$ cat config.mk
export PLATFORM = sky130hd
export DESIGN_NAME = life_generation_step_top
export DESIGN_NICKNAME = d
export VERILOG_FILES = /design/src/rtl/lgs_pkg.sv /design/src/rtl/life_generation_step_top.sv /design/src/rtl/lgs_cell.sv /design/src/rtl/lgs_row.sv /design/src/rtl/lgs_out_fifo.sv
export VERILOG_INCLUDE_DIRS = /design/src /design/src/rtl
export SDC_FILE = /design/constraint.sdc
export NUM_CORES = 2
export LEC_CHECK = 0
export BUFFER_PORTS_ARGS = -buffer_cell sky130_fd_sc_hd__buf_2
export CORE_MARGIN = 8
export CORE_UTILIZATION = 59
export CTS_BUF_LIST = sky130_fd_sc_hd__clkbuf_8
export DETAILED_ROUTE_END_ITERATION = 8
export GPL_TIMING_DRIVEN = 0
export PLACE_DENSITY = 0.91
export SETUP_SLACK_MARGIN = 0.2
export SYNTH_ARGS = -nofsm -noshare
export SYNTH_HDL_FRONTEND = slang
export SYNTH_SLANG_ARGS = --single-unit
$ cat constraint.sdc
create_clock -name clk -period 4.46 [get_ports clk]
set_input_delay 0.223 -clock clk [delete_from_list [all_inputs] [get_ports clk]]
set_output_delay 0.223 -clock clk [all_outputs]
set_load 0.02 [all_outputs]
$ cat src/rtl/assert_macros.svh
`ifndef ASSERT_MACROS_SVH
`define ASSERT_MACROS_SVH

// implication checked on every rising clock edge out of reset
`define ASSERT_CLK(label, prop, msg) \
    label: assert property (@(posedge clk) disable iff (!rst_n) (prop)) else $error(msg);

// condition that must never hold out of reset
`define ASSERT_NEVER(label, cond, msg) \
    label: assert property (@(posedge clk) disable iff (!rst_n) !(cond)) else $error(msg);

`endif

$ cat src/rtl/lgs_pkg.sv
package lgs_pkg;

    localparam int DATA_W     = 64;
    localparam int COLS_W     = 7;
    localparam int CNT_W      = 4;
    localparam int FIFO_DEPTH = 4;
    localparam int PTR_W      = 2;
    localparam int FILL_W     = 3;

    localparam logic [CNT_W-1:0]  BORN_COUNT = 4'd3;
    localparam logic [CNT_W-1:0]  KEEP_COUNT = 4'd2;
    localparam logic [COLS_W-1:0] COLS_RESET = 7'd64;

    typedef struct packed {
        logic [DATA_W-1:0] row;
        logic              last;
    } out_item_t;

    // up to two results written per accepted row; en1 implies en0
    typedef struct packed {
        logic      en0;
        logic      en1;
        out_item_t item0;
        out_item_t item1;
    } push_t;

endpackage

$ cat src/rtl/life_generation_step_top.sv
// One generation of Life (born on 3, kept on 2 or 3) over a grid streamed by rows.
// s_axis: one grid row per transaction, top to bottom. tdata bit x is cell x
//   (1 alive); tlast marks the bottom row of the grid.
// m_axis: next-generation rows, tdata bit x is cell x; tlast on the bottom row.
// cfg_we/cfg_wdata: columns in use (1..64); write only while the block is idle.
// Each row gives the new row of the row above it; the first row of a grid gives
// nothing unless it is also the last, and the last row gives one extra result.
// Throughput: one row per cycle while s_axis_tready is high. Both rows are
// computed side by side by two 64-lane cell arrays in the accept cycle and
// registered into a 4-entry output queue; s_axis_tready is high while at
// least two queue entries are free.
// A last row that completes two results adds one to the queue and the first
// row of the next grid drains it, so the queue never holds more than two and
// input runs at one row per cycle while m_axis_tready stays high.
// A stalled m_axis_tready holds the queue head; input stops once the queue
// has fewer than two free entries.
// Reset: no rows held, queue empty, columns in use 64.
`include "assert_macros.svh"

module life_generation_step_top #(
    parameter int ROW_WIDTH = 64
) (
    input  logic                      clk,
    input  logic                      rst_n,
    input  logic                      cfg_we,
    input  logic [lgs_pkg::COLS_W-1:0] cfg_wdata,      // cols_in_use
    input  logic                      s_axis_tvalid,
    output logic                      s_axis_tready,
    input  logic [lgs_pkg::DATA_W-1:0] s_axis_tdata,   // row_bits[63:0]
    input  logic                      s_axis_tlast,   // last_row
    output logic                      m_axis_tvalid,
    input  logic                      m_axis_tready,
    output logic [lgs_pkg::DATA_W-1:0] m_axis_tdata,   // next_row[63:0]
    output logic                      m_axis_tlast    // last_out
);
    import lgs_pkg::*;

    logic [COLS_W-1:0]    cols_reg;
    logic [ROW_WIDTH-1:0] above_reg;
    logic [ROW_WIDTH-1:0] above_next;
    logic [ROW_WIDTH-1:0] middle_reg;
    logic [ROW_WIDTH-1:0] middle_next;
    logic                 held_reg;
    logic                 held_next;

    logic                 accept;
    logic [ROW_WIDTH-1:0] row_in;
    logic [ROW_WIDTH-1:0] mask;
    logic [ROW_WIDTH-1:0] upper_row;
    logic [ROW_WIDTH-1:0] lower_up;
    logic [ROW_WIDTH-1:0] lower_row;
    out_item_t            upper_item;
    out_item_t            lower_item;
    out_item_t            head;
    push_t                push;

    assign accept = s_axis_tvalid && s_axis_tready;
    assign row_in = s_axis_tdata[ROW_WIDTH-1:0];

    for (genvar i = 0; i < ROW_WIDTH; i++)
    begin : g_mask
        assign mask[i] = (cols_reg > COLS_W'(i));
    end

    // new state of the held middle row
    lgs_row #(.ROW_WIDTH(ROW_WIDTH)) u_row_upper (
        .up     (above_reg),
        .mid    (middle_reg),
        .dn     (row_in),
        .mask   (mask),
        .result (upper_row)
    );

    // bottom row of the grid, with nothing below
    assign lower_up = held_reg ? middle_reg : '0;

    lgs_row #(.ROW_WIDTH(ROW_WIDTH)) u_row_lower (
        .up     (lower_up),
        .mid    (row_in),
        .dn     ('0),
        .mask   (mask),
        .result (lower_row)
    );

    always_comb
    begin
        upper_item.row  = DATA_W'(upper_row);
        upper_item.last = 1'b0;
        lower_item.row  = DATA_W'(lower_row);
        lower_item.last = 1'b1;

        push.en0   = accept && (held_reg || s_axis_tlast);
        push.en1   = accept && held_reg && s_axis_tlast;
        push.item0 = held_reg ? upper_item : lower_item;
        push.item1 = lower_item;

        above_next  = above_reg;
        middle_next = middle_reg;
        held_next   = held_reg;
        if (accept)
        begin
            if (s_axis_tlast)
            begin
                above_next  = '0;
                middle_next = '0;
                held_next   = 1'b0;
            end
            else
            begin
                above_next  = held_reg ? middle_reg : '0;
                middle_next = row_in;
                held_next   = 1'b1;
            end
        end
    end

    lgs_out_fifo u_out_fifo (
        .clk        (clk),
        .rst_n      (rst_n),
        .push       (push),
        .pop_ready  (m_axis_tready),
        .head       (head),
        .head_valid (m_axis_tvalid),
        .room       (s_axis_tready)
    );

    assign m_axis_tdata = head.row;
    assign m_axis_tlast = head.last;

    always_ff @(posedge clk or negedge rst_n)
    begin
        if (!rst_n)
        begin
            cols_reg   <= COLS_RESET;
            above_reg  <= '0;
            middle_reg <= '0;
            held_reg   <= 1'b0;
        end
        else
        begin
            if (cfg_we)
            begin
                cols_reg <= cfg_wdata;
            end
            above_reg  <= above_next;
            middle_reg <= middle_next;
            held_reg   <= held_next;
        end
    end

    `ASSERT_CLK(a_result_follows,
        accept && (held_reg || s_axis_tlast) |=> m_axis_tvalid,
        "result missing after accepted row")
    `ASSERT_CLK(a_last_clears,
        accept && s_axis_tlast |=> !held_reg && (middle_reg == '0) && (above_reg == '0),
        "state not cleared after last row")
    `ASSERT_NEVER(a_empty_ready, !m_axis_tvalid && !s_axis_tready,
        "input stalled with empty output queue")
    `ASSERT_CLK(a_no_above_alone, !held_reg |-> (above_reg == '0),
        "above row held without middle row")

endmodule

$ cat src/rtl/lgs_cell.sv
module lgs_cell (
    input  logic [2:0] up,
    input  logic [2:0] mid,
    input  logic [2:0] dn,
    output logic       alive
);
    import lgs_pkg::*;

    logic [CNT_W-1:0] n;

    assign n = CNT_W'(up[0]) + CNT_W'(up[1]) + CNT_W'(up[2])
             + CNT_W'(mid[0]) + CNT_W'(mid[2])
             + CNT_W'(dn[0]) + CNT_W'(dn[1]) + CNT_W'(dn[2]);

    assign alive = (n == BORN_COUNT) || ((n == KEEP_COUNT) && mid[1]);

endmodule

$ cat src/rtl/lgs_row.sv
module lgs_row #(
    parameter int ROW_WIDTH = 64
) (
    input  logic [ROW_WIDTH-1:0] up,
    input  logic [ROW_WIDTH-1:0] mid,
    input  logic [ROW_WIDTH-1:0] dn,
    input  logic [ROW_WIDTH-1:0] mask,
    output logic [ROW_WIDTH-1:0] result
);
    import lgs_pkg::*;

    // dead border cell on each side, no wrap
    logic [ROW_WIDTH+1:0] up_pad;
    logic [ROW_WIDTH+1:0] mid_pad;
    logic [ROW_WIDTH+1:0] dn_pad;
    logic [ROW_WIDTH-1:0] lane_out;

    assign up_pad  = {1'b0, up & mask, 1'b0};
    assign mid_pad = {1'b0, mid & mask, 1'b0};
    assign dn_pad  = {1'b0, dn & mask, 1'b0};

    for (genvar i = 0; i < ROW_WIDTH; i++) begin : g_lane
        lgs_cell u_cell (
            .up    (up_pad[i+2:i]),
            .mid   (mid_pad[i+2:i]),
            .dn    (dn_pad[i+2:i]),
            .alive (lane_out[i])
        );
    end

    assign result = lane_out & mask;

endmodule

$ cat src/rtl/lgs_out_fifo.sv
module lgs_out_fifo (
    input  logic                clk,
    input  logic                rst_n,
    input  lgs_pkg::push_t      push,
    input  logic                pop_ready,
    output lgs_pkg::out_item_t  head,
    output logic                head_valid,
    output logic                room
);
    import lgs_pkg::*;

    out_item_t          mem [FIFO_DEPTH];
    logic [PTR_W-1:0]   wr_ptr_reg;
    logic [PTR_W-1:0]   wr_ptr_next;
    logic [PTR_W-1:0]   rd_ptr_reg;
    logic [PTR_W-1:0]   rd_ptr_next;
    logic [FILL_W-1:0]  fill_reg;
    logic [FILL_W-1:0]  fill_next;
    logic [PTR_W-1:0]   wr_ptr_plus1;
    logic               pop;

    assign head_valid   = (fill_reg != '0);
    assign head         = mem[rd_ptr_reg];
    assign pop          = head_valid && pop_ready;
    assign room         = (fill_reg <= FILL_W'(FIFO_DEPTH - 2));
    assign wr_ptr_plus1 = wr_ptr_reg + PTR_W'(1);

    always_comb
    begin
        wr_ptr_next = wr_ptr_reg + PTR_W'(push.en0) + PTR_W'(push.en1);
        rd_ptr_next = rd_ptr_reg + PTR_W'(pop);
        fill_next   = fill_reg + FILL_W'(push.en0) + FILL_W'(push.en1) - FILL_W'(pop);
    end

    always_ff @(posedge clk)
    begin
        if (push.en0)
        begin
            mem[wr_ptr_reg] <= push.item0;
        end
        if (push.en1)
        begin
            mem[wr_ptr_plus1] <= push.item1;
        end
    end

    always_ff @(posedge clk or negedge rst_n)
    begin
        if (!rst_n)
        begin
            wr_ptr_reg <= '0;
            rd_ptr_reg <= '0;
            fill_reg   <= '0;
        end
        else
        begin
            wr_ptr_reg <= wr_ptr_next;
            rd_ptr_reg <= rd_ptr_next;
            fill_reg   <= fill_next;
        end
    end

endmodule
==> run summary, run 1 <==
Chip Width: 265 um
Synth unique cells: 84
H-tree Lvls: 3
Cell count after synthesis: 3393
Row Count: 91
Post-synthesis sequential area ratio: 0.311
Mapped Area: 0.0365 mm^2
Seq cells post-synth: 403
Routability Congestion: 1.03
Worst endpoint, post-GRT repair: u_out_fifo.mem[1][51]$_DFFE_PP_/D
PortBufs: 142
Post-synth ARST share: 0.355
Worst-path end type: register input
Largest net degree at the start of global routing: 98
Cts bufs inserted: 69
Yosys warns: 0
Post-Syn Nets: 4172
Mean Syn Cell Area: 10.8 um^2
GRT overflow: 206
Clock sinks: 403
Post-synth EDFFs: 256
Worst slack, placed: -2.13 ns
Die Y-Extent: 265 um
Ys flop type: edfxtp_1
Initial core utilization: 0.594
GRT Resource Usage Total: 0.783
Detailed Place HPWL: 92700 um
Status: did not finish
Root Buffer: clkbuf_8
Tool error: [ERROR GRT-0232] Routing congestion too high. Check the congestion heatmap in the GUI.
Clk buf depth: 3
Last stage: global routing
Initial antenna violation count: 46
I/O pin count: 144
## cells by family after synthesis
| kind of cell | after synthesis | share of synthesized area |
|---|---|---|
| mux | 81 | 0.0446 |
| buf+inv | 665 | 0.0718 |
| compound gates | 618 | 0.123 |
| xor+xnor | 4 | 0.000960 |
| simple gates | 920 | 0.130 |
| flops | 403 | 0.311 |
| fa+ha+maj | 702 | 0.319 |
## per-stage QoR
| step | cells | util | cell area [um^2] |
|---|---|---|---|
| CTS | 4667 | 0.721 | 44400 |
| global placement | 4325 | 0.635 | 39000 |
| detailed placement | 4331 | 0.637 | 39200 |
| floorplan | 3393 | - | 37300 |
## per-layer routing
layer,GRT overflow,GRT usage
met3,17,0.770
met5,4,0.665
met4,68,0.738
met1,20,0.728
met2,97,0.890
## cell usage after synthesis (29+ instances only)
library cell | n | area (um^2)
a22o_1 | 73 | 639
a31oi_1 | 34 | 213
and2_1 | 120 | 751
and3_1 | 43 | 269
buf_2 | 36 | 180
clkbuf_1 | 84 | 315
dfrtp_1 | 142 | 3550
edfxtp_1 | 256 | 7690
fa_1 | 381 | 7630
ha_1 | 321 | 4020
inv_1 | 514 | 1930
mux4_2 | 65 | 1460
nand2_1 | 317 | 1190
nand2b_1 | 39 | 244
nand3b_1 | 65 | 488
nor2_1 | 141 | 529
nor2b_1 | 62 | 388
o2111ai_1 | 35 | 307
o211ai_1 | 44 | 330
o21ai_0 | 74 | 370
o22ai_1 | 179 | 1120
o22ai_2 | 29 | 363
or3_1 | 30 | 188
## what timing repair did
item | CTS
hold buffers | 72
gates cloned | 5
hold endpoints to repair | 213
resized for setup | 405
setup buffers | 134
endpoints found under the setup margin | 257
pin swaps | 201
==> run 2: changes to the inputs <==
Settings changed: CORE_UTILIZATION 59 to 40, CTS_BUF_LIST sky130_fd_sc_hd__clkbuf_8 to default, PLACE_DENSITY 0.91 to default, PLACE_DENSITY_LB_ADDON from default to 0.15, SETUP_SLACK_MARGIN 0.2 to default.
Clock period 4.46 ns to 5.8 ns, I/O delays scaled along.
==> run 2 against run 1 <==
Against the previous run: the flow now finishes, with violations (capacitance limit, slew limit); synthesized cell count is the same; synthesized area unchanged.
==> run summary, run 2 <==
CP arrival: 6.20 ns
Post-synthesis sequential area ratio: 0.311
Vias in the first global route: 28.7k
Max Slew Vio Count: 24
Max stage delay cell, worst path: o21ai_1
Logic pwr share: 0.629
Initial antenna violation count: 11
Failing checks: capacitance limit, slew limit
Post-Syn Nets: 4172
Cell count after synthesis: 3393
Most common cell after layout, fill and taps aside: inv_1
Net Sw Frac: 0.493
CTS tree: built
PortBufs: 142
Final wirelength: 132000 um
Synthesis-to-finish area growth: 13.5%
Final antenna-violating net count: 0
Worst slew pin tran: 1.58 ns
Mean Syn Cell Area: 10.8 um^2
Finished Layout Cells: 4901
Post-synth EDFFs: 256
Yosys warns: 0
Unrepaired setup endpoints after global routing: false
Layout cells sized above 1: 0.119
Final setup fails: 0
Fill count: 8638
Die area: 0.101 mm^2
Commonest cells in the netlist: 514 x inv_1, 381 x fa_1, 321 x ha_1, 317 x nand2_1, 256 x edfxtp_1
Slowest stage delay, CP: 0.57 ns
Post-synth top area cell: edfxtp_1
Status: finished, violations left
Most common cell in the synthesized netlist: inv_1
Placeable Area: 0.0911 mm^2
Row Count: 111
Sw power: 0.00990 W
Routed len/inst: 26.8 um
Clk buf depth: 3
Max-cap violations: 2
Chip Width: 318 um
Sequential share of power: 0.209
Worst-Skew Late Latency: 0.65 ns
Final hold vios: 0
Worst Clk Skew: 0.0319 ns
Worst hold margin: 0.0921 ns
GRT overflow: 0
P_int: 0.0102 W
Drt pass-1 iters: 7
Reg2reg setup slack: 0.05 ns
H-tree Lvls: 2
Max reg flops: 260
Initial core utilization: 0.401
Placed cells: 4727
Routability Congestion: 0.958
Commonest cells after routing, fill and taps aside: 514 x inv_1, 381 x fa_1, 321 x ha_1, 313 x nand2_1, 256 x edfxtp_1
Synth top area share: 0.211
Drc violations: 0
Relative slew slack: -0.0534
Largest net degree at the start of global routing: 83
Most common cell on crit path: fa_1
Hold crit path type: in2reg
Clock sinks: 403
Worst VDD drop: 256 uV
Mapped Area: 0.0365 mm^2
Leak: 18.6 nW
GRT Resource Usage Total: 0.256
Critical path class: reg2reg
Synth area leaders: edfxtp_1 21%, fa_1 21%, ha_1 11%
Root Buffer: clkbuf_16
First-pass GRT wire length: 194000 um
Startpoint types: flop
DR vias/cell: 5.76
Pwr Total: 0.0201 W
Clk network pwr share: 0.162
Clock slew at reported path FFs: 0.06 ns
Required time at the worst-slack endpoint: 6.26 ns
Seq cells post-synth: 403
Fin nets: 4444
Total number of vias: 28.2k
Synth unique cells: 84
Initial DRC count: 2528
FMAX: 174 MHz
Pwr Density: 485 mW/mm^2
Post-synth ARST share: 0.355
Crit path cell chain: buf_4 -> clkbuf_1 -> o21ai_1 -> o211ai_1 -> and2_1 -> ha_1 -> fa_1 -> inv_1 -> fa_1 -> inv_1 -> fa_1 -> inv_1 -> fa_1 -> or3_1 -> o22ai_1 -> nand2_1 -> o22ai_1
Fin Setup TNS: 0 ns
Cts bufs inserted: 52
Tmin final: 5.75 ns
Die Y-Extent: 318 um
Critical path fanouts, max: 10
Ys flop type: edfxtp_1
Final period util: 0.991
Critical Path End Type: flop
Detailed Place HPWL: 99800 um
I/O pin count: 144
==> run 2: cell counts after synthesis <==
No cell type changed its count.
==> run 2: power by group through the flow <==
stage | Combinational [W] | Clock, W | Sequential [W]
6_report | 0.0126 | 0.00326 | 0.00420
5_1_grt | 0.0142 | 0.00341 | 0.00427
4_1_cts | 0.0126 | 0.00329 | 0.00419
3_5_place_dp | 0.0125 | 0 | 0.00423
3_3_place_gp | 0.0122 | 0 | 0.00428
2_1_floorplan | 0.00844 | 0 | 0.00409
==> run 2: cell families (layout without fill, tap and decap cells) <==
kind of cell | Yosys count | after routing | share of synthesized area
xor gates and xnor gates | 4 | 4 | 0.000960
other | 0 | 9 | 0
DFF | 403 | 403 | 0.311
muxes | 81 | 81 | 0.0446
and+or+nand+nor | 920 | 920 | 0.130
buffers and inverters | 665 | 978 | 0.0718
adders and majority gates | 702 | 702 | 0.319
AOI/OAI and AO/OA | 618 | 618 | 0.123
==> run 2: through the flow <==
step	cell area [um^2]	setup WS, ns	util
2_1_floorplan	36500	1.02	-
3_3_place_gp	38700	-1.38	0.425
3_5_place_dp	38900	-0.761	0.427
4_1_cts	41300	0.0764	0.454
5_1_grt	41400	0.000787	0.455
6_report	41400	0.0519	0.455
==> run 2: metal layers <==
metal,up-vias,GRT usage,wire [um]
li1,12469,-,-
met1,14364,0.341,55100
met2,1149,0.413,60400
met3,222,0.0524,10800
met4,6,0.0943,5230
met5,-,0,34
==> run 2: final timing paths <==
kind	from	endpoint	cells after the start
max in group asynchronous	rst_n	middle_reg[12]	3
min in group asynchronous	rst_n	middle_reg[42]	2
worst max-delay path	cols_reg[4]	u_out_fifo.mem[3][34]	17
worst min-delay path	cfg_wdata[6]	cols_reg[6]	3
worst max register to register	cols_reg[4]	u_out_fifo.mem[3][34]	17
worst min register to register	above_reg[0]	above_reg[0]	1
==> run 2: critical path, delay by kind of cell (launching register included) <==
family / cells / cell delay, ns
AOI/OAI and AO/OA: 4 / 1.55
adders and majority gates: 5 / 2.05
buffers and inverters: 5 / 0.64
DFF: 1 / 0.41
and+or+nand+nor: 3 / 0.92
==> run 2: area by class of cell <==
type | count | area, um^2 | area share
antenna | 9 | 22.5 | 0.000543
buffer | 150 | 731 | 0.0176
clock buffer | 66 | 1390 | 0.0334
clock inverter | 29 | 262 | 0.00631
inverter | 515 | 1940 | 0.0467
multi-input combinational | 2325 | 22700 | 0.548
sequential | 403 | 11300 | 0.274
tap | 1186 | 1480 | 0.0358
timing repair buffer | 218 | 1570 | 0.0378
==> run 2: what timing repair did <==
action,in CTS,in global routing
gates resized for setup,20,33
hold buffers,70,0
setup endpoints to repair,96,79
endpoints found under the hold margin,130,0
setup buffers,0,0
Power figures use the tool's default switching activity.
